<file path="src/rtl/c_subset_token_lexer_assert.svh">
// ---------------------------------------------------------------------------
// c_subset_token_lexer_assert.svh
// assertion macros shared by the lexer rtl
// ---------------------------------------------------------------------------
`ifndef C_SUBSET_TOKEN_LEXER_ASSERT_SVH
`define C_SUBSET_TOKEN_LEXER_ASSERT_SVH

// same-cycle implication, checked out of reset
`define CTL_ASSERT_SAME(label, clk, rst_n, ante, cons, msg) \
    label: assert property (@(posedge clk) disable iff (!rst_n) (ante) |-> (cons)) \
        else $error(msg);

// next-cycle implication, checked out of reset
`define CTL_ASSERT_NEXT(label, clk, rst_n, ante, cons, msg) \
    label: assert property (@(posedge clk) disable iff (!rst_n) (ante) |=> (cons)) \
        else $error(msg);

`endif

</file>
<file path="src/rtl/ctl_pkg.sv">
// ---------------------------------------------------------------------------
// ctl_pkg
// widths, token codes, token record and character classes of the lexer
// ---------------------------------------------------------------------------
package ctl_pkg;

    localparam int CHAR_W = 8;
    localparam int KIND_W = 3;
    localparam int LEN_W  = 8;
    localparam int POS_W  = 16;

    localparam logic [KIND_W-1:0] KIND_INT    = 3'd0;
    localparam logic [KIND_W-1:0] KIND_RETURN = 3'd1;
    localparam logic [KIND_W-1:0] KIND_IDENT  = 3'd2;
    localparam logic [KIND_W-1:0] KIND_NUMBER = 3'd3;
    localparam logic [KIND_W-1:0] KIND_SYMBOL = 3'd4;
    localparam logic [KIND_W-1:0] KIND_END    = 3'd5;
    localparam logic [KIND_W-1:0] KIND_ERROR  = 3'd6;

    localparam logic [1:0] CAND_NONE   = 2'd0;
    localparam logic [1:0] CAND_INT    = 2'd1;
    localparam logic [1:0] CAND_RETURN = 2'd2;

    localparam logic [CHAR_W-1:0] CH_NEWLINE = 8'h0A;
    localparam logic [CHAR_W-1:0] CH_STAR    = 8'h2A;
    localparam logic [CHAR_W-1:0] CH_SLASH   = 8'h2F;
    localparam logic [CHAR_W-1:0] CH_ZERO    = 8'h30;

    localparam int FIFO_DEPTH = 4;
    localparam int FIFO_PTR_W = $clog2(FIFO_DEPTH);
    localparam int FIFO_CNT_W = $clog2(FIFO_DEPTH + 1);

    typedef struct packed {
        logic [KIND_W-1:0] kind;
        logic [CHAR_W-1:0] sym;
        logic [POS_W-1:0]  line;
        logic [POS_W-1:0]  col;
        logic [LEN_W-1:0]  len;
        logic              last;
    } t_token;

    // up to two tokens produced by one byte, tok0 first
    typedef struct packed {
        logic   v0;
        logic   v1;
        t_token tok0;
        t_token tok1;
    } t_tok_pair;

    function automatic logic is_letter(input logic [CHAR_W-1:0] c);
        return (c >= "a" && c <= "z") || (c >= "A" && c <= "Z");
    endfunction

    function automatic logic is_digit(input logic [CHAR_W-1:0] c);
        return c >= "0" && c <= "9";
    endfunction

    function automatic logic is_space(input logic [CHAR_W-1:0] c);
        return c == " " || (c >= 8'h09 && c <= 8'h0D);
    endfunction

    function automatic logic is_symbol(input logic [CHAR_W-1:0] c);
        return c == "*" || c == "+" || c == "-" || c == "=" || c == ";" ||
               c == "," || c == "(" || c == ")" || c == "{" || c == "}";
    endfunction

    // next keyword letter matches the candidate word at this position
    function automatic logic kw_match(input logic [1:0] cand, input logic [2:0] prog,
                                      input logic [CHAR_W-1:0] c);
        logic [CHAR_W-1:0] want;
        logic              ok;
        want = 8'h00;
        ok   = 1'b0;
        if (cand == CAND_INT) begin
            ok = prog < 3'd3;
            case (prog)
                3'd0:    want = "i";
                3'd1:    want = "n";
                3'd2:    want = "t";
                default: want = 8'h00;
            endcase
        end else if (cand == CAND_RETURN) begin
            ok = prog < 3'd6;
            case (prog)
                3'd0:    want = "r";
                3'd1:    want = "e";
                3'd2:    want = "t";
                3'd3:    want = "u";
                3'd4:    want = "r";
                3'd5:    want = "n";
                default: want = 8'h00;
            endcase
        end
        return ok && (want == c);
    endfunction

endpackage

</file>
<file path="src/rtl/ctl_if.sv">
// ---------------------------------------------------------------------------
// ctl_if
// valid/ready channels for source bytes and for tokens
// ---------------------------------------------------------------------------
interface ctl_byte_if;
    logic       valid;
    logic       ready;
    logic [7:0] char_code;
    logic       end_of_input;

    modport source (output valid, output char_code, output end_of_input, input ready);
    modport sink   (input valid, input char_code, input end_of_input, output ready);
endinterface

interface ctl_token_if;
    logic        valid;
    logic        ready;
    logic [2:0]  token_kind;
    logic [7:0]  symbol_code;
    logic [15:0] token_line;
    logic [15:0] token_column;
    logic [7:0]  token_length;
    logic        last_of_run;

    modport source (output valid, output token_kind, output symbol_code, output token_line,
                    output token_column, output token_length, output last_of_run,
                    input ready);
    modport sink   (input valid, input token_kind, input symbol_code, input token_line,
                    input token_column, input token_length, input last_of_run,
                    output ready);
endinterface

</file>
<file path="src/rtl/ctl_lex_core.sv">
// ---------------------------------------------------------------------------
// ctl_lex_core
// lexer state and one-byte step, producing up to two tokens per byte
// ---------------------------------------------------------------------------
`include "c_subset_token_lexer_assert.svh"

module ctl_lex_core (
    input  logic                       i_clk,
    input  logic                       i_rst_n,
    input  logic                       i_step,
    input  logic [ctl_pkg::CHAR_W-1:0] i_char,
    input  logic                       i_eoi,
    output ctl_pkg::t_tok_pair         o_push
);

    localparam logic [2:0] MODE_IDLE       = 3'd0;
    localparam logic [2:0] MODE_IDENT      = 3'd1;
    localparam logic [2:0] MODE_NUMBER     = 3'd2;
    localparam logic [2:0] MODE_SLASH      = 3'd3;
    localparam logic [2:0] MODE_LINE_CMT   = 3'd4;
    localparam logic [2:0] MODE_BLOCK      = 3'd5;
    localparam logic [2:0] MODE_BLOCK_STAR = 3'd6;
    localparam logic [2:0] MODE_HALTED     = 3'd7;

    localparam logic [ctl_pkg::LEN_W-1:0] LEN_MAX = {ctl_pkg::LEN_W{1'b1}};
    localparam logic [ctl_pkg::POS_W-1:0] POS_MAX = {ctl_pkg::POS_W{1'b1}};

    logic [2:0]                r_mode, n_mode;
    logic [2:0]                r_prog, n_prog;
    logic [1:0]                r_cand, n_cand;
    logic [ctl_pkg::LEN_W-1:0] r_pend_len, n_pend_len;
    logic [ctl_pkg::POS_W-1:0] r_pend_line, n_pend_line;
    logic [ctl_pkg::POS_W-1:0] r_pend_col, n_pend_col;
    logic [ctl_pkg::POS_W-1:0] r_line, n_line;
    logic [ctl_pkg::POS_W-1:0] r_col, n_col;

    logic            do_flush;
    logic            do_idle;
    logic            flush_v;
    logic            idle_v;
    logic            end_v;
    logic            a_v;
    logic            b_v;
    ctl_pkg::t_token flush_tok;
    ctl_pkg::t_token idle_tok;
    ctl_pkg::t_token b_tok;

    // token held by the pending identifier, number or slash
    always_comb begin
        flush_tok      = '0;
        flush_tok.line = r_pend_line;
        flush_tok.col  = r_pend_col;
        flush_tok.len  = r_pend_len;
        flush_v        = 1'b0;
        case (r_mode)
            MODE_IDENT: begin
                flush_v = 1'b1;
                if (r_cand == ctl_pkg::CAND_INT && r_prog == 3'd3) begin
                    flush_tok.kind = ctl_pkg::KIND_INT;
                end else if (r_cand == ctl_pkg::CAND_RETURN && r_prog == 3'd6) begin
                    flush_tok.kind = ctl_pkg::KIND_RETURN;
                end else begin
                    flush_tok.kind = ctl_pkg::KIND_IDENT;
                end
            end
            MODE_NUMBER: begin
                flush_v        = 1'b1;
                flush_tok.kind = ctl_pkg::KIND_NUMBER;
            end
            MODE_SLASH: begin
                flush_v        = 1'b1;
                flush_tok.kind = ctl_pkg::KIND_SYMBOL;
                flush_tok.sym  = ctl_pkg::CH_SLASH;
                flush_tok.len  = ctl_pkg::LEN_W'(1);
            end
            default: begin
                flush_v = 1'b0;
            end
        endcase
    end

    always_comb begin
        n_mode      = r_mode;
        n_prog      = r_prog;
        n_cand      = r_cand;
        n_pend_len  = r_pend_len;
        n_pend_line = r_pend_line;
        n_pend_col  = r_pend_col;
        n_line      = r_line;
        n_col       = r_col;
        do_flush    = 1'b0;
        do_idle     = 1'b0;
        end_v       = 1'b0;
        idle_v      = 1'b0;
        idle_tok    = '0;

        if (i_step && r_mode != MODE_HALTED) begin
            if (i_eoi) begin
                do_flush = 1'b1;
                end_v    = 1'b1;
            end else begin
                unique case (r_mode)
                    MODE_IDENT: begin
                        if (ctl_pkg::is_letter(i_char) || ctl_pkg::is_digit(i_char)) begin
                            if (r_pend_len != LEN_MAX) begin
                                n_pend_len = r_pend_len + 1'b1;
                            end
                            if (ctl_pkg::kw_match(r_cand, r_prog, i_char)) begin
                                n_prog = r_prog + 1'b1;
                            end else begin
                                n_cand = ctl_pkg::CAND_NONE;
                                n_prog = 3'd0;
                            end
                        end else begin
                            do_flush = 1'b1;
                            do_idle  = 1'b1;
                        end
                    end
                    MODE_NUMBER: begin
                        if (ctl_pkg::is_digit(i_char)) begin
                            if (r_pend_len != LEN_MAX) begin
                                n_pend_len = r_pend_len + 1'b1;
                            end
                        end else begin
                            do_flush = 1'b1;
                            do_idle  = 1'b1;
                        end
                    end
                    MODE_SLASH: begin
                        if (i_char == ctl_pkg::CH_SLASH) begin
                            n_mode     = MODE_LINE_CMT;
                            n_pend_len = '0;
                        end else if (i_char == ctl_pkg::CH_STAR) begin
                            n_mode     = MODE_BLOCK;
                            n_pend_len = '0;
                        end else begin
                            do_flush = 1'b1;
                            do_idle  = 1'b1;
                        end
                    end
                    MODE_LINE_CMT: begin
                        if (i_char == ctl_pkg::CH_NEWLINE) begin
                            n_mode = MODE_IDLE;
                        end
                    end
                    MODE_BLOCK: begin
                        if (i_char == ctl_pkg::CH_STAR) begin
                            n_mode = MODE_BLOCK_STAR;
                        end
                    end
                    MODE_BLOCK_STAR: begin
                        if (i_char == ctl_pkg::CH_SLASH) begin
                            n_mode = MODE_IDLE;
                        end else if (i_char != ctl_pkg::CH_STAR) begin
                            n_mode = MODE_BLOCK;
                        end
                    end
                    default: begin
                        do_idle = 1'b1;
                    end
                endcase

                if (i_char == ctl_pkg::CH_NEWLINE) begin
                    if (r_line != POS_MAX) begin
                        n_line = r_line + 1'b1;
                    end
                    n_col = '0;
                end else if (r_col != POS_MAX) begin
                    n_col = r_col + 1'b1;
                end
            end
        end

        if (do_flush) begin
            n_mode     = MODE_IDLE;
            n_cand     = ctl_pkg::CAND_NONE;
            n_prog     = 3'd0;
            n_pend_len = '0;
        end

        // byte lexed from idle, possibly right after a flush
        if (do_idle) begin
            idle_tok.line = r_line;
            idle_tok.col  = r_col;
            idle_tok.len  = ctl_pkg::LEN_W'(1);
            if (ctl_pkg::is_space(i_char)) begin
                idle_v = 1'b0;
            end else if (ctl_pkg::is_letter(i_char)) begin
                n_mode      = MODE_IDENT;
                n_pend_line = r_line;
                n_pend_col  = r_col;
                n_pend_len  = ctl_pkg::LEN_W'(1);
                if (i_char == "i") begin
                    n_cand = ctl_pkg::CAND_INT;
                    n_prog = 3'd1;
                end else if (i_char == "r") begin
                    n_cand = ctl_pkg::CAND_RETURN;
                    n_prog = 3'd1;
                end else begin
                    n_cand = ctl_pkg::CAND_NONE;
                    n_prog = 3'd0;
                end
            end else if (i_char == ctl_pkg::CH_ZERO) begin
                idle_v        = 1'b1;
                idle_tok.kind = ctl_pkg::KIND_NUMBER;
            end else if (ctl_pkg::is_digit(i_char)) begin
                n_mode      = MODE_NUMBER;
                n_pend_line = r_line;
                n_pend_col  = r_col;
                n_pend_len  = ctl_pkg::LEN_W'(1);
            end else if (i_char == ctl_pkg::CH_SLASH) begin
                n_mode      = MODE_SLASH;
                n_pend_line = r_line;
                n_pend_col  = r_col;
                n_pend_len  = ctl_pkg::LEN_W'(1);
            end else if (ctl_pkg::is_symbol(i_char)) begin
                idle_v        = 1'b1;
                idle_tok.kind = ctl_pkg::KIND_SYMBOL;
                idle_tok.sym  = i_char;
            end else begin
                idle_v        = 1'b1;
                idle_tok.kind = ctl_pkg::KIND_ERROR;
                idle_tok.sym  = i_char;
                n_mode        = MODE_HALTED;
            end
        end

        // end of input clears everything, position included
        if (end_v) begin
            idle_tok      = '0;
            idle_tok.kind = ctl_pkg::KIND_END;
            idle_tok.line = r_line;
            idle_tok.col  = r_col;
            n_mode        = MODE_IDLE;
            n_cand        = ctl_pkg::CAND_NONE;
            n_prog        = 3'd0;
            n_pend_len    = '0;
            n_pend_line   = '0;
            n_pend_col    = '0;
            n_line        = '0;
            n_col         = '0;
        end
    end

    assign a_v = do_flush && flush_v;
    assign b_v = idle_v || end_v;

    always_comb begin
        b_tok            = idle_tok;
        b_tok.last       = 1'b1;
        o_push.v0        = a_v || b_v;
        o_push.v1        = a_v && b_v;
        o_push.tok0      = a_v ? flush_tok : b_tok;
        o_push.tok0.last = !(a_v && b_v);
        o_push.tok1      = b_tok;
    end

    always_ff @(posedge i_clk) begin
        if (!i_rst_n) begin
            r_mode      <= MODE_IDLE;
            r_prog      <= 3'd0;
            r_cand      <= ctl_pkg::CAND_NONE;
            r_pend_len  <= '0;
            r_pend_line <= '0;
            r_pend_col  <= '0;
            r_line      <= '0;
            r_col       <= '0;
        end else begin
            r_mode      <= n_mode;
            r_prog      <= n_prog;
            r_cand      <= n_cand;
            r_pend_len  <= n_pend_len;
            r_pend_line <= n_pend_line;
            r_pend_col  <= n_pend_col;
            r_line      <= n_line;
            r_col       <= n_col;
        end
    end

    `CTL_ASSERT_NEXT(a_halt_sticks, i_clk, i_rst_n, r_mode == MODE_HALTED, r_mode == MODE_HALTED, "halted lexer left halt without reset")
    `CTL_ASSERT_NEXT(a_eoi_rewinds, i_clk, i_rst_n, i_step && i_eoi && r_mode != MODE_HALTED, r_line == '0 && r_col == '0 && r_mode == MODE_IDLE, "end of input did not rewind position")
    `CTL_ASSERT_SAME(a_no_step_no_tok, i_clk, i_rst_n, !i_step, !o_push.v0 && !o_push.v1, "token produced without a step")

endmodule

</file>
<file path="src/rtl/ctl_tok_fifo.sv">
// ---------------------------------------------------------------------------
// ctl_tok_fifo
// small token queue taking up to two tokens per cycle, draining one while the reader is ready
// ---------------------------------------------------------------------------
`include "c_subset_token_lexer_assert.svh"

module ctl_tok_fifo (
    input  logic               i_clk,
    input  logic               i_rst_n,
    input  ctl_pkg::t_tok_pair i_push,
    input  logic               i_pop_ready,
    output logic               o_room2,
    output logic               o_valid,
    output ctl_pkg::t_token    o_head
);

    ctl_pkg::t_token                 r_mem [ctl_pkg::FIFO_DEPTH];
    logic [ctl_pkg::FIFO_PTR_W-1:0]  r_wr_ptr;
    logic [ctl_pkg::FIFO_PTR_W-1:0]  r_rd_ptr;
    logic [ctl_pkg::FIFO_CNT_W-1:0]  r_cnt;
    logic [ctl_pkg::FIFO_CNT_W-1:0]  n_cnt;
    logic [ctl_pkg::FIFO_PTR_W-1:0]  wr_ptr1;
    logic [ctl_pkg::FIFO_CNT_W-1:0]  push_n;
    logic                            pop;

    assign push_n  = ctl_pkg::FIFO_CNT_W'(i_push.v0) + ctl_pkg::FIFO_CNT_W'(i_push.v1);
    assign wr_ptr1 = r_wr_ptr + 1'b1;
    assign pop     = (r_cnt != '0) && i_pop_ready;
    assign n_cnt   = r_cnt + push_n - ctl_pkg::FIFO_CNT_W'(pop);

    assign o_valid = r_cnt != '0;
    assign o_head  = r_mem[r_rd_ptr];
    assign o_room2 = r_cnt <= ctl_pkg::FIFO_CNT_W'(ctl_pkg::FIFO_DEPTH - 2);

    always_ff @(posedge i_clk) begin
        if (i_push.v0) begin
            r_mem[r_wr_ptr] <= i_push.tok0;
        end
        if (i_push.v1) begin
            r_mem[wr_ptr1] <= i_push.tok1;
        end
    end

    always_ff @(posedge i_clk) begin
        if (!i_rst_n) begin
            r_wr_ptr <= '0;
            r_rd_ptr <= '0;
            r_cnt    <= '0;
        end else begin
            r_wr_ptr <= r_wr_ptr + ctl_pkg::FIFO_PTR_W'(push_n);
            if (pop) begin
                r_rd_ptr <= r_rd_ptr + 1'b1;
            end
            r_cnt <= n_cnt;
        end
    end

    `CTL_ASSERT_SAME(a_cnt_bound, i_clk, i_rst_n, 1'b1, r_cnt <= ctl_pkg::FIFO_CNT_W'(ctl_pkg::FIFO_DEPTH), "token queue count out of range")
    `CTL_ASSERT_SAME(a_push_room, i_clk, i_rst_n, i_push.v0, o_room2, "tokens pushed without room for two")
    `CTL_ASSERT_NEXT(a_head_held, i_clk, i_rst_n, o_valid && !i_pop_ready, o_valid && $stable(o_head), "token head changed while stalled")

endmodule

</file>
<file path="src/rtl/c_subset_token_lexer.sv">
// ---------------------------------------------------------------------------
// c_subset_token_lexer
// streaming lexer for a small C subset, one source byte per transfer
// ---------------------------------------------------------------------------
// Usage:
//   i_byte  carries one source byte per transfer, or an end-of-input mark
//           (end_of_input high, char_code ignored).
//   o_token carries tokens: kind, symbol byte, start line and column,
//           length and a flag on the last token caused by one input byte.
//   A byte is taken into an input register, stepped through the lexer once
//   the queue has room for two tokens, and its tokens land in a four-entry
//   token queue, from whose head they are offered to the receiver.
//   Throughput is one byte per cycle while the queue has room; a byte that
//   ends a pending token and starts a symbol yields two tokens, which drain
//   one per cycle from the queue while the receiver is ready. The lexer steps
//   only while the queue has room for two tokens. When the receiver stalls
//   the queue fills and i_byte.ready drops; no token is lost or repeated.
//   Reset returns the lexer to idle at line 0, column 0 and empties the
//   queue. After an error token the lexer ignores all input until reset.
//   End of input flushes the pending token, sends the end token and
//   rewinds the position for a new stream.
// ---------------------------------------------------------------------------
module c_subset_token_lexer (
    input  logic        i_clk,
    input  logic        i_rst_n,
    ctl_byte_if.sink    i_byte,
    ctl_token_if.source o_token
);

    logic                       r_in_valid;
    logic [ctl_pkg::CHAR_W-1:0] r_char;
    logic                       r_eoi;
    logic                       room2;
    logic                       step;
    ctl_pkg::t_tok_pair         push;
    ctl_pkg::t_token            head;

    assign step         = r_in_valid && room2;
    assign i_byte.ready = !r_in_valid || step;

    always_ff @(posedge i_clk) begin
        if (!i_rst_n) begin
            r_in_valid <= 1'b0;
        end else if (i_byte.ready) begin
            r_in_valid <= i_byte.valid;
        end
    end

    always_ff @(posedge i_clk) begin
        if (i_byte.valid && i_byte.ready) begin
            r_char <= i_byte.char_code;
            r_eoi  <= i_byte.end_of_input;
        end
    end

    ctl_lex_core u_core (
        .i_clk   (i_clk),
        .i_rst_n (i_rst_n),
        .i_step  (step),
        .i_char  (r_char),
        .i_eoi   (r_eoi),
        .o_push  (push)
    );

    ctl_tok_fifo u_fifo (
        .i_clk       (i_clk),
        .i_rst_n     (i_rst_n),
        .i_push      (push),
        .i_pop_ready (o_token.ready),
        .o_room2     (room2),
        .o_valid     (o_token.valid),
        .o_head      (head)
    );

    assign o_token.token_kind   = head.kind;
    assign o_token.symbol_code  = head.sym;
    assign o_token.token_line   = head.line;
    assign o_token.token_column = head.col;
    assign o_token.token_length = head.len;
    assign o_token.last_of_run  = head.last;

endmodule

</file>
<file path="src/flat_wrapper.sv">
// flat-port wrapper written by rule: the top's interface ports become plain ports
module c_subset_token_lexer_flat 
  (i_clk, i_rst_n, i_byte_valid, i_byte_char_code, i_byte_end_of_input, i_byte_ready, o_token_valid, o_token_token_kind, o_token_symbol_code, o_token_token_line, o_token_token_column, o_token_token_length, o_token_last_of_run, o_token_ready);
  ctl_byte_if i_byte_i ();
  ctl_token_if o_token_i ();
  input  logic i_clk;
  input  logic i_rst_n;
  input wire logic [$bits(i_byte_i.valid)-1:0] i_byte_valid;
  input wire logic [$bits(i_byte_i.char_code)-1:0] i_byte_char_code;
  input wire logic [$bits(i_byte_i.end_of_input)-1:0] i_byte_end_of_input;
  output wire logic [$bits(i_byte_i.ready)-1:0] i_byte_ready;
  output wire logic [$bits(o_token_i.valid)-1:0] o_token_valid;
  output wire logic [$bits(o_token_i.token_kind)-1:0] o_token_token_kind;
  output wire logic [$bits(o_token_i.symbol_code)-1:0] o_token_symbol_code;
  output wire logic [$bits(o_token_i.token_line)-1:0] o_token_token_line;
  output wire logic [$bits(o_token_i.token_column)-1:0] o_token_token_column;
  output wire logic [$bits(o_token_i.token_length)-1:0] o_token_token_length;
  output wire logic [$bits(o_token_i.last_of_run)-1:0] o_token_last_of_run;
  input wire logic [$bits(o_token_i.ready)-1:0] o_token_ready;
  assign i_byte_i.valid = i_byte_valid;
  assign i_byte_i.char_code = i_byte_char_code;
  assign i_byte_i.end_of_input = i_byte_end_of_input;
  assign i_byte_ready = i_byte_i.ready;
  assign o_token_valid = o_token_i.valid;
  assign o_token_token_kind = o_token_i.token_kind;
  assign o_token_symbol_code = o_token_i.symbol_code;
  assign o_token_token_line = o_token_i.token_line;
  assign o_token_token_column = o_token_i.token_column;
  assign o_token_token_length = o_token_i.token_length;
  assign o_token_last_of_run = o_token_i.last_of_run;
  assign o_token_i.ready = o_token_ready;
  c_subset_token_lexer u_core (.i_clk(i_clk), .i_rst_n(i_rst_n), .i_byte(i_byte_i), .o_token(o_token_i));
endmodule
</file>
<file path="config.mk">
export PLATFORM = sky130hd
export DESIGN_NAME = c_subset_token_lexer_flat
export DESIGN_NICKNAME = d
export VERILOG_FILES = /design/src/rtl/ctl_pkg.sv /design/src/rtl/ctl_if.sv /design/src/rtl/ctl_lex_core.sv /design/src/rtl/ctl_tok_fifo.sv /design/src/rtl/c_subset_token_lexer.sv /design/src/flat_wrapper.sv
export VERILOG_INCLUDE_DIRS = /design/src /design/src/rtl
export SDC_FILE = /design/constraint.sdc
export NUM_CORES = 1
export LEC_CHECK = 0
export ABC_AREA = 0
export BUFFER_PORTS_ARGS = -buffer_cell sky130_fd_sc_hd__buf_2
export CAP_MARGIN = 40
export CORE_ASPECT_RATIO = 1.5
export CORE_UTILIZATION = 30
export CTS_CLUSTER_SIZE = 24
export DETAILED_ROUTE_END_ITERATION = 12
export PLACE_DENSITY = 0.53
export SYNTH_ARGS = -nofsm -noshare
export SYNTH_HDL_FRONTEND = slang
export SYNTH_HIERARCHICAL = 1
export SYNTH_SLANG_ARGS = --single-unit
</file>
<file path="constraint.sdc">
create_clock -name i_clk -period 8.9 [get_ports i_clk]
set_input_delay 1.335 -clock i_clk [delete_from_list [all_inputs] [get_ports i_clk]]
set_output_delay 1.335 -clock i_clk [all_outputs]
set_load 0.03 [all_outputs]
</file>
After elaboration in Yosys (flattened, before gate mapping). Memory sizes are Yosys's and may differ from the RTL's. A register that Yosys moved wholly into a read port is not among the register bits. Cells that the tools add are included.

Register bits after elaboration: 97. Bits in writable memories: 208. Input bits: 13. Output and inout port bits: 54. Logic and storage cells: 235. Memories: 1.

Memory list: u_core.u_fifo.r_mem (depth 4, bits a word 52, rd ports 1, clocked after Yosys merged registers in 1, wr ports 2, RTL line ctl_tok_fifo.sv:17) `ctl_pkg::t_token r_mem [ctl_pkg::FIFO_DEPTH];`.

$add $sub $neg: 10. $lt $le $gt $ge: 11. Eq/ne operators: 37. Multiplexer cells: 118. Bitwise operators: 3. Reduce and logical (&&, ||, !) cells: 41.

Operator list (count): 8-bit 2-to-1 mux (21); 16-bit 2-to-1 mux (10); 52-bit 2-to-1 mux (2); 8-bit by 6-bit == test with 1-bit output (second input constant) (11); 3-bit 2-to-1 mux (26); 51-bit 2-to-1 mux (1); 11-bit 2-to-1 mux (4); 7-bit one-hot mux with 5 select lines (1); 16-bit by 1-bit adder with 16-bit output (second input constant) (2); 8-bit by 7-bit == test with 1-bit output (second input constant) (4); 16-bit != test (second input constant) (2); 2-bit 2-to-1 mux (15); 1-bit 2-to-1 mux (29); 8-bit one-hot mux with 3 select lines (1); 7-bit one-hot mux with 3 select lines (1); 3-bit == test (second input constant) (6); 8-bit by 7-bit >= comparator with 1-bit output (second input constant) (2); 8-bit by 7-bit <= comparator with 1-bit output (second input constant) (2); 1-bit logical OR (15); 1-bit logical AND (13); 3-bit by 2-bit == test with 1-bit output (second input constant) (4); 3-bit one-hot mux with 4 select lines (1); 10-bit 2-to-1 mux (1); 3-bit one-hot mux with 3 select lines (1); other kinds (36) (45).

Depth between registers and ports, before layout. Gate-level depths: netlist of the first run.

Depth in word-level cells: 20. Depth in mapped cells: 16.

Cells and area by module. Netlist of the first run, hierarchy kept.

Modules (own cells, without submodules): ctl_tok_fifo (times used 1, cells each 552, area an instance 10481.3 µm², sequential area each 6426.2 µm²); ctl_lex_core (times used 1, cells each 787, area an instance 5745.5 µm², sequential area each 1601.5 µm²); c_subset_token_lexer (times used 1, cells each 15, area an instance 335.3 µm², sequential area each 290.3 µm²).

Worst setup path before layout of the first run. No wires, ideal clock.

Path type: reg-to-reg. Start: register u_core/r_char[0] (netlist bit). End: memory u_core/u_fifo/r_mem[2][0] (netlist bit), enable pin. Setup time: 534 ps. Arrival time: 5847 ps. Data required time: 8366 ps. Path slack: 2519 ps. Cell stages (with the launch flop): 10. Path buffers: 1. Clock period less this slack: 6381 ps. Path through: edfxtp_1 or4_4 o22ai_4 o211ai_2 and3_1 buf_6 a221o_1 nand3_1 nand2_1 o21ai_0.

RTL lines: start, declared (RTL line c_subset_token_lexer.sv:31) `logic [ctl_pkg::CHAR_W-1:0] r_char;`; start signal, assigned (RTL line c_subset_token_lexer.sv:51) `r_char <= i_byte.char_code;`; end, declared (RTL line ctl_tok_fifo.sv:17).

==> results by group, run 1 <==
Finish
  – Non-Filler Instances: between 2000 and 2500
  – Most frequent cells in the layout: edfxtp_1 (217), mux2_2 (204), nand2_1 (171)
  – Syn-to-layout area delta: 12.6%
  – Diodes inserted: 0
  – Post-route design area: 18700 um^2
  – Leading cell type in the layout, fill and taps excluded: edfxtp_1
  – Layout Nets: 1414
  – Share of layout cells above drive strength 1: between 30% and 40%
  – Filler Cell Count: 5363

Floorplanning
  – Starting Density: between 30 and 40%
  – Ports: 67
  – Full die area: around 56000 um^2
  – CORE AREA: 54700 um^2
  – Die span in y: about 290 um
  – Die width: 194 um
  – FP Rows: approximately 110

Global route
  – First-pass GRT wire length: between 60 and 70 mm
  – Vias in the first global route: between 10000 and 15000
  – Antenna violations before repair: 0
  – Largest net degree at the start of global routing: 66
  – Remaining global-route overflow: 0
  – All-Layer GR Usage: 15.1%

Clock tree
  – Worst-Skew Late Latency: approximately 560 ps
  – Hold-fix buffers at CTS: 0
  – CTS tree: done
  – Htree depth: 1
  – # clock sinks: around 310
  – TritonCTS Buffers: 29
  – Postcts setup bufs: 0
  – Cts repair resizes: 0
  – CTS Buffer Depth: 3
  – Clk pin slew, worst setup/hold paths: around 70 ps
  – Clock root buffer: clkbuf_16

STA
  – Worst-Margin Slew: between 800 and 900 ps
  – Worst-case clock skew: 12.5 ps
  – Max Freq: roughly 0.19 GHz
  – Rel. slew slack: 40.4%
  – Post-route setup TNS: 0 ps
  – RSZ-0062 raised after global routing: false
  – Final hold viol count: 0
  – # setup viols final: 0
  – Final Cycle Share: 57.9%
  – Worst hold slack: 460 ps
  – Final Max Tran Viols: 0
  – Period minus WS final: 5160 ps

Synthesis
  – Seq/Total Area, Yosys: around half
  – Primary FF master, synth: edfxtp_1
  – Synth Area in Adders: roughly 1.1%
  – Simple-Gate Fraction of Synth Area: a little over an eighth
  – Mux contribution to synthesized area: 23.5%
  – Post-synth EDFFs: between 200 and 250
  – Synthesized netlist cell count: about 1400
  – Cell taking the most area after synthesis: edfxtp_1
  – Asr flop ratio synth: 0%
  – Synth Cell Area: about 17000 um^2
  – Share of the synthesized area in the top cell type: roughly two fifths
  – Syn. warnings: 6
  – Yosys reg bits: a little over 300
  – Main combinational cell family by area after synthesis: multiplexers
  – Ranking of synthesized cells by area: edfxtp_1 (39%), mux2_2 (14%), dfxtp_1 (11%)
  – Post-synthesis xor/xnor area fraction: under 10%
  – Avg Inst Size Synth: ~12 um^2
  – Synth Area in Compound Gates: about 6.0%
  – Library cells used by synthesis: 88

Worst hold path
  – Worst hold path startpoint: u_core/u_core/r_pend_col[4]$_SDFFE_PP0P_
  – Worst min path class: reg2reg

Place
  – Routability Congestion: 0.906
  – Area after DPL: between 15000 and 20000 um^2
  – IO Port Bufs: 66
  – Inst Count DP: slightly above 2000
  – Post-DP HPWL: 27.8 mm

Critical path
  – Arrival time at the worst endpoint: roughly 5300 ps
  – Critical path type: reg2reg
  – R2r worst-path depth: 10
  – Startpoint Class: flop
  – RR Startpoint: u_core/u_fifo/r_cnt[0]$_SDFF_PN0_
  – Crit path to: u_core/u_fifo/r_mem[2][8]$_DFFE_PP_
  – RR Endpoint: u_core/u_fifo/r_mem[2][8]$_DFFE_PP_
  – Crit-path max FO: between 40 and 50
  – R2r setup slk: ~3700 ps
  – CP endpoint kind: flop
  – Critical Path Source: u_core/u_fifo/r_cnt[0]$_SDFF_PN0_
  – CP Data Required Time: 9090 ps

Detailed routing
  – DRC: 0
  – Pre-Repair DR Iteration Count: 4
  – Wire per inst: 20.4 um
  – Routed WL: approximately 43 mm
  – Initial DRC count: roughly 540
  – Via density: ~5
  – Via Count: approximately 11000
  – Antenna Nets Post-Route: 0

Power and ir drop
  – Peak VDD IR: around 0.00015 V
  – Static Leak: roughly 6.5 nW
  – Power, Total: approximately 3.8 mW
  – PwrDens: around 200 nW/um^2

Outcome
  – Status: finished, final reports clean

Run
  – Max-Cap Viols: 0
==> final cells by class <==
type / count / area, um^2 / area share (%)
Inverter: 20 / 75.1 / 0.403
Clock buffer: 40 / 828 / 4.44
Clock inverter: 13 / 199 / 1.07
Tap cell: 695 / 870 / 4.66
Multi-Input combinational cell: 937 / 7710 / 41.3
Timing Repair Buffer: 92 / 644 / 3.45
Sequential cell: 307 / 8320 / 44.6
==> Yosys cell counts (13+ instances only) <==
master,count
and2_1,43
mux2i_1,38
nand4_1,13
nor2_1,56
o21ai_0,39
a31oi_1,14
buf_2,45
clkbuf_1,30
dfxtp_1,90
nor3_1,19
nand3_1,29
ha_1,13
nor4_1,13
xor2_1,15
mux4_2,52
xnor2_1,14
inv_1,20
nand2_1,171
mux2_2,204
edfxtp_1,217
and3_1,20
a21oi_1,18
o21ai_1,19
==> stage by stage <==
step,util [%],setup WS [ps]
2_1_floorplan,-,2520
3_3_place_gp,31.9,3680
3_5_place_dp,32.2,3730
4_1_cts,34.1,3690
5_1_grt,34.1,3420
6_report,34.1,3740
==> logic make-up (layout without fill, tap and decap cells) <==
| kind of cell | Yosys count | count (layout) |
|---|---|---|
| buffers and inverters | 116 | 165 |
| other | 2 | 8 |
| AND/OR/NAND/NOR | 436 | 436 |
| multiplexers | 298 | 298 |
| adder cells (fa/ha/maj) | 14 | 14 |
| AO/OA/AOI/OAI | 150 | 150 |
| flip-flops | 307 | 307 |
| XOR/XNOR | 31 | 31 |
==> how the worst min path moves through the flow <==
stage                                                endpoint  slack, ps  cells past startpoint
CTS                 u_core/u_core/r_pend_line[4]$_SDFFE_PP0P_        460                      2
global placement    u_core/u_core/r_pend_line[5]$_SDFFE_PP0P_        440                      2
detailed placement  u_core/u_core/r_pend_line[9]$_SDFFE_PP0P_        450                      2
floorplan           u_core/u_core/r_pend_col[10]$_SDFFE_PP0P_        430                      2
finish               u_core/u_core/r_pend_col[4]$_SDFFE_PP0P_        460                      2
global route        u_core/u_core/r_pend_line[4]$_SDFFE_PP0P_        470                      2
==> where the power goes <==
group | switching (mW) | internal, mW
clock network | 0.553 | 0.796
logic | 0.528 | 0.306
registers | 0.0607 | 1.60
total | 1.14 | 2.70
==> layer usage <==
layer  part of all wire (%)  global-route usage [%]  wire length [um]  vias up
met5                      0                       0                 0        -
met4                    3.6                    6.29              1550        0
met3                    3.3                    1.83              1410       74
met2                     54                    29.1             22900      196
met1                     40                    16.6             16900     5316
li1                       -                       -                 -     5121
==> critical path, cell delays in order, from the launching register on <==
cell,delay (ps)
dfxtp_1,340
a21oi_1,210
and2_2,300
nand2b_1,160
nor2_1,700
o211ai_1,400
a221o_1,450
a21oi_1,500
nand3b_2,610
o21ai_4,350
buf_4,680
==> state kept, by name (all words and copies together), names as in the netlist, 2 cells and up, named ones only <==
| name | cells |
|---|---|
| u_core/u_core/r_mode | 3 |
| u_core/u_core/r_col | 16 |
| u_core/u_core/r_cand | 2 |
| u_core/u_fifo/r_cnt | 3 |
| u_core/u_fifo/r_mem | 208 |
| u_core/u_fifo/r_wr_ptr | 2 |
| u_core/u_core/r_pend_len | 8 |
| u_core/u_core/r_line | 16 |
| u_core/u_fifo/r_rd_ptr | 2 |
| u_core/u_core/r_pend_line | 16 |
| u_core/u_core/r_prog | 3 |
| u_core/u_core/r_pend_col | 16 |
| u_core/r_char | 8 |
(Power assumes the default switching activity.)
==> run 2: changes to the inputs <==
==> constraint.sdc (replaced) <==
create_clock -name i_clk -period 5.2 [get_ports i_clk]
set_input_delay 0.78 -clock i_clk [delete_from_list [all_inputs] [get_ports i_clk]]
set_output_delay 0.78 -clock i_clk [all_outputs]
set_load 0.03 [all_outputs]
==> results by group, run 2 (same netlist as run 1, synthesis figures left out) <==
Outcome
  – Status: finished, final reports clean (unchanged)

Detailed routing
  – DRC: 0 (unchanged)
  – Routed WL: 43.6 mm (was 42.8 mm)
  – Initial DRC count: 533 (was 541)
  – Via density: 5.19 (was 5.09)
  – Antenna Nets Post-Route: 0 (unchanged)
  – Via Count: 10900 (was 10700)
  – Pre-Repair DR Iteration Count: 6 (was 4)
  – Wire per inst: 20.7 um (was 20.4 um)

Finish
  – Multi-input gate area: 7710 um^2 (unchanged)
  – Diodes inserted: 0 (unchanged)
  – Register area: 8320 um^2 (unchanged)
  – Layout Nets: 1414 (unchanged)
  – Most frequent cells in the layout: edfxtp_1 (217), mux2_2 (204), nand2_1 (171) (unchanged)
  – Filler Cell Count: 5408 (was 5363)
  – Share of layout cells above drive strength 1: 30.4% (was 30.7%)
  – Max reg flops: 208 (unchanged)
  – Syn-to-layout area delta: 12.1% (was 12.6%)
  – Leading cell type in the layout, fill and taps excluded: edfxtp_1 (unchanged)
  – Biggest register: u_core/u_fifo/r_mem (unchanged)

Worst hold path
  – Worst min path class: in2reg (was reg2reg)

Critical path
  – Startpoint Class: flop (unchanged)
  – Crit-path max FO: 13 (was 45)
  – Critical path type: reg2reg (unchanged)
  – CP endpoint kind: flop (unchanged)
  – CP Data Required Time: 5690 ps (was 9090 ps)
  – Arrival time at the worst endpoint: 5050 ps (was 5340 ps)

Floorplanning
  – Ports: 67 (unchanged)
  – Die span in y: 290 um (unchanged)
  – FP Rows: 105 (unchanged)
  – CORE AREA: 54700 um^2 (unchanged)
  – Die width: 194 um (unchanged)
  – Starting Density: 30.3% (unchanged)
  – Full die area: 56200 um^2 (unchanged)

STA
  – RSZ-0062 raised after global routing: false (unchanged)
  – Worst-case clock skew: 37.2 ps (was 12.5 ps)
  – Final Cycle Share: 87.6% (was 57.9%)
  – Max Freq: 0.220 GHz (was 0.194 GHz)
  – Post-route setup TNS: 0 ps (unchanged)
  – Final WS setup: 647 ps (was 3740 ps)
  – Period minus WS final: 4550 ps (was 5160 ps)
  – Final Max Tran Viols: 0 (unchanged)
  – Rel. slew slack: 40.9% (was 40.4%)
  – # setup viols final: 0 (unchanged)
  – Final hold viol count: 0 (unchanged)
  – Worst-Margin Slew: 884 ps (was 891 ps)

Place
  – Post-DP HPWL: 28.5 mm (was 27.8 mm)
  – Routability Congestion: 0.863 (was 0.906)
  – IO Port Bufs: 66 (unchanged)
  – Worst slack, placed: 689 ps (was 3730 ps)

Clock tree
  – CTS tree: done (unchanged)
  – Clk pin slew, worst setup/hold paths: 60 ps (was 70 ps)
  – Postcts setup bufs: 0 (unchanged)
  – Clock root buffer: clkbuf_16 (unchanged)
  – Cts repair resizes: 0 (unchanged)
  – Worst-Skew Late Latency: 590 ps (was 560 ps)
  – CTS Buffer Depth: 3 (unchanged)
  – Htree depth: 1 (unchanged)
  – TritonCTS Buffers: 28 (was 29)
  – Hold-fix buffers at CTS: 0 (unchanged)
  – # clock sinks: 307 (unchanged)

Power and ir drop
  – Static Leak: 6.42 nW (was 6.46 nW)
  – PwrDens: 344 nW/um^2 (was 206 nW/um^2)
  – Peak VDD IR: 0.000212 V (was 0.000147 V)

Global route
  – Remaining global-route overflow: 0 (unchanged)
  – Antenna violations before repair: 0 (unchanged)
  – Largest net degree at the start of global routing: 53 (was 66)
  – Vias in the first global route: 11300 (was 11100)
  – All-Layer GR Usage: 15.4% (was 15.1%)
  – First-pass GRT wire length: 67.1 mm (was 65.4 mm)

Run
  – Max-Cap Viols: 0 (unchanged)
[run 2: cell type report]
class	count	area share (%)
clock buffer	46	4.59
sequential	307	44.8
inverter	20	0.404
clock inverter	6	0.377
multi-input combinational	937	41.5
tap	695	4.68
timing repair buffer	93	3.57
[run 2: routing by layer]
metal / vias to the layer above / part of all wire, % / global-route usage [%]
li1: 5131 / - / -
met1: 5511 / 39 / 16.7
met2: 200 / 55 / 30.6
met3: 71 / 2.8 / 1.39
met4: 0 / 3.2 / 5.83
met5: - / 0 / 0
[run 2: through the flow]
| stage | total power, mW | cells | hold slack [ps] | instance area, um^2 | util, % |
|---|---|---|---|---|---|
| 2_1_floorplan | 3.89 | 1360 | 435 | 16600 | - |
| 3_3_place_gp | 4.34 | 2050 | 441 | 17600 | 32.2 |
| 3_5_place_dp | 4.37 | 2052 | 448 | 17600 | 32.3 |
| 4_1_cts | 6.48 | 2104 | 347 | 18600 | 34.0 |
| 5_1_grt | 6.63 | 2104 | 362 | 18600 | 34.0 |
| 6_report | 6.38 | 2104 | 379 | 18600 | 34.0 |
[run 2: worst paths after layout]
path,endpoint,startpoint,slack (ps),cells after the start
worst min register to register,u_core/u_core/r_pend_col[15]$_SDFFE_PP0P_,u_core/u_core/r_pend_col[15]$_SDFFE_PP0P_,460,2
worst max register to register,u_core/u_fifo/r_cnt[2]$_SDFF_PN0_,u_core/r_char[0]$_DFFE_PP_,650,14
worst max-delay path,u_core/u_fifo/r_cnt[2]$_SDFF_PN0_,u_core/r_char[0]$_DFFE_PP_,650,14
worst min-delay path,u_core/r_char[3]$_DFFE_PP_,i_byte_char_code[3],380,1
[run 2: critical path, stage by stage (launching register included)]
cell	delay, ps
edfxtp_1	600
or4_4	660
o22a_1	260
a21oi_2	280
o21ai_1	200
a221o_1	410
a21oi_1	460
ha_1	240
inv_1	50
ha_1	260
inv_1	40
ha_1	200
fa_1	390
xnor3_1	330
nor2b_1	100
[run 2: report_power, final]
group | internal, mW | leakage (nW) | switching (mW)
Combinational | 0.533 | 3.18 | 0.924
Sequential | 2.73 | 2.79 | 0.0902
Clock | 1.17 | 0.455 | 0.931
Total | 4.43 | 6.42 | 1.95
==> run 3: changes to the inputs <==
--- a/config.mk
+++ b/config.mk
@@ -13,7 +13,7 @@
 export CORE_UTILIZATION = 30
 export CTS_CLUSTER_SIZE = 24
 export DETAILED_ROUTE_END_ITERATION = 12
-export PLACE_DENSITY = 0.53
+export PLACE_DENSITY = 0.54
 export SYNTH_ARGS = -nofsm -noshare
 export SYNTH_HDL_FRONTEND = slang
 export SYNTH_HIERARCHICAL = 1
==> constraint.sdc (replaced) <==
create_clock -name i_clk -period 3.6 [get_ports i_clk]
set_input_delay 0.54 -clock i_clk [delete_from_list [all_inputs] [get_ports i_clk]]
set_output_delay 0.54 -clock i_clk [all_outputs]
set_load 0.03 [all_outputs]
==> results by group, run 3 (same netlist as run 1, synthesis figures left out) <==
Place
  – Routability Congestion: 0.858 (was 0.863)
  – IO Port Bufs: 66 (unchanged)
  – Area after DPL: 18000 um^2 (was 17600 um^2)
  – Post-DP HPWL: 28.7 mm (was 28.5 mm)
  – Inst Count DP: 2094 (was 2052)

Power and ir drop
  – Power, Total: 9.24 mW (was 6.38 mW)
  – Static Leak: 6.64 nW (was 6.42 nW)
  – PwrDens: 487 nW/um^2 (was 344 nW/um^2)
  – Peak VDD IR: 0.000329 V (was 0.000212 V)

Finish
  – Layout Nets: 1460 (was 1414)
  – Final Core Density: 34.7% (was 34.0%)
  – Post-route design area: 19000 um^2 (was 18600 um^2)
  – Share of layout cells above drive strength 1: 33.1% (was 30.4%)
  – Most frequent cells in the layout: edfxtp_1 (217), mux2_2 (204), nand2_1 (171) (unchanged)
  – Non-Filler Instances: 2150 (was 2104)
  – Diodes inserted: 0 (unchanged)
  – Syn-to-layout area delta: 14.6% (was 12.1%)
  – Filler Cell Count: 5375 (was 5408)
  – Biggest register: u_core/u_fifo/r_mem (unchanged)
  – Max reg flops: 208 (unchanged)
  – Leading cell type in the layout, fill and taps excluded: edfxtp_1 (unchanged)

Critical path
  – Critical path's top delay family: compound AO/OA/AOI/OAI gates (unchanged)
  – Startpoint Class: flop (unchanged)
  – Buffers and inverters on the worst path: 2 (unchanged)
  – Critical-path cell list: or4_4 > o22a_1 > a21oi_2 > o21ai_2 > a221o_2 > a21oi_4 > buf_4 > nor3b_4 > buf_12 > mux2_2 (was or4_4 > o22a_1 > a21oi_2 > o21ai_1 > a221o_1 > a21oi_1 > ha_1 > inv_1 > ha_1 > inv_1 > ha_1 > fa_1 > xnor3_1 > nor2b_1)
  – RR Endpoint: u_core/u_fifo/r_mem[1][44]$_DFFE_PP_ (was u_core/u_fifo/r_cnt[2]$_SDFF_PN0_)
  – Critical Path Source: u_core/r_char[0]$_DFFE_PP_ (unchanged)
  – CP endpoint kind: flop (unchanged)
  – R2r setup slk: 80 ps (was 650 ps)
  – CP Data Required Time: 3920 ps (was 5690 ps)
  – Crit-path max FO: 19 (was 13)
  – Crit path largest cell delay: 590 ps (was 660 ps)
  – R2r worst-path depth: 10 (was 14)
  – RR Startpoint: u_core/r_char[0]$_DFFE_PP_ (unchanged)
  – Slowest CP cell: or4_4 (unchanged)
  – Arrival time at the worst endpoint: 3840 ps (was 5050 ps)
  – CP Depth: 10 (was 14)
  – Critical path type: reg2reg (unchanged)

STA
  – Period minus WS final: 3520 ps (was 4550 ps)
  – Final hold viol count: 0 (unchanged)
  – Max Freq: 0.284 GHz (was 0.220 GHz)
  – Final Max Tran Viols: 0 (unchanged)
  – RSZ-0062 raised after global routing: true (was false)
  – Worst-case clock skew: 21.5 ps (was 37.2 ps)
  – Worst-Margin Slew: 871 ps (was 884 ps)
  – Rel. slew slack: 41.7% (was 40.9%)
  – # setup viols final: 0 (unchanged)
  – Final Cycle Share: 97.9% (was 87.6%)

Outcome
  – Status: finished, final reports clean (unchanged)

Run
  – Max-Cap Viols: 0 (unchanged)

Clock tree
  – CTS tree: done (unchanged)
  – Clk pin slew, worst setup/hold paths: 70 ps (was 60 ps)
  – # clock sinks: 307 (unchanged)
  – CTS Buffer Depth: 3 (unchanged)
  – Worst-Skew Late Latency: 560 ps (was 590 ps)
  – Clock root buffer: clkbuf_16 (unchanged)
  – TritonCTS Buffers: 28 (unchanged)
  – Htree depth: 1 (unchanged)

Global route
  – Remaining global-route overflow: 0 (unchanged)
  – All-Layer GR Usage: 15.4% (about the same)
  – First-pass GRT wire length: 67.4 mm (was 67.1 mm)
  – Met3 GRT Util: 1.44% (was 1.39%)
  – Met2 Use GR: 31.1% (was 30.6%)
  – Antenna violations before repair: 0 (unchanged)
  – Largest net degree at the start of global routing: 53 (unchanged)
  – GR peak layer: met2 (unchanged)
  – Vias in the first global route: 11300 (about the same)
  – Met1 capacity usage during global routing: 17.1% (was 16.7%)

Detailed routing
  – Initial DRC count: 495 (was 533)
  – Pre-Repair DR Iteration Count: 4 (was 6)
  – Routed WL: 43.3 mm (was 43.6 mm)
  – Antenna Nets Post-Route: 0 (unchanged)
  – Via Count: 10900 (about the same)
  – Wire per inst: 20.1 um (was 20.7 um)
  – DRC: 0 (unchanged)
  – Via density: 5.08 (was 5.19)

Worst hold path
  – Hold path endpoint: u_core/r_char[2]$_DFFE_PP_ (was u_core/r_char[3]$_DFFE_PP_)
  – Worst min path class: in2reg (unchanged)
  – Hold path depth: 1 (unchanged)
  – Worst hold path startpoint: i_byte_char_code[2] (was i_byte_char_code[3])

Floorplanning
  – Die span in y: 290 um (unchanged)
  – Starting Density: 30.3% (unchanged)
  – Full die area: 56200 um^2 (unchanged)
  – Ports: 67 (unchanged)
  – Die width: 194 um (unchanged)
  – CORE AREA: 54700 um^2 (unchanged)
  – FP Rows: 105 (unchanged)
==> run 3: changes by cell type in the layout (fill, tap and decap cells not counted), sizes merged <==
cell	change
buf	+46
clkbuf	-2
clkinvlp	+2
bufinv	+1
clkinv	-1
==> run 3: metal layers <==
layer / routed length [um] / part of all wire [%]
met5: 0 / 0
met2: 24400 / 56
met1: 17100 / 39
met3: 1070 / 2.5
met4: 771 / 1.8
==> run 3: what timing repair did <==
item | in CTS | in global routing
gates resized for setup | 0 | 11
setup buffers | 0 | 4
setup endpoints to repair | 0 | 2
endpoints found under the hold margin | 0 | 0
hold buffers | 0 | 0
==> run 3: worst max path at each step <==
stage / slack [ps] / to
floorplan: -40 / u_core/u_fifo/r_mem[3][0]$_DFFE_PP_
global placement: 110 / u_core/u_fifo/r_cnt[1]$_SDFF_PN0_
detailed placement: 50 / u_core/u_fifo/r_cnt[1]$_SDFF_PN0_
CTS: 20 / u_core/u_fifo/r_cnt[1]$_SDFF_PN0_
global route: -20 / u_core/u_fifo/r_mem[1][18]$_DFFE_PP_
finish: 80 / u_core/u_fifo/r_mem[1][44]$_DFFE_PP_
==> run 3: layout make-up <==
class	instances	area, um^2	area share, %
repair buffers	139	1040	5.50
flip-flops and latches	307	8320	43.8
multi-input cells	937	7770	41.0
clock inverters	8	93.8	0.494
inverters	20	77.6	0.409
well taps	695	870	4.58
clock buffers	44	802	4.22
==> run 3: report_power, final <==
group / internal (mW) / switching (mW)
clock network: 1.67 / 1.30
registers: 3.95 / 0.138
logic: 0.837 / 1.35
total: 6.46 / 2.79
==> run 3: through the flow <==
step	hold slack (ps)	setup TNS (ps)	worst slack (ps)
after global placement	442	0	111
after CTS	130	0	23.1
after detailed placement	446	0	48.0
after global routing	136	-175	-20.4
after floorplan	435	-3260	-43.4
final	157	0	77.2
==> run 3: worst register-to-register path: cells and delay by family, from the launching register on <==
family	cells	cell delay, ps
AO/OA/AOI/OAI	5	1170
AND/OR/NAND/NOR	2	960
flip-flops	1	380
multiplexers	1	380
buffers and inverters	2	370
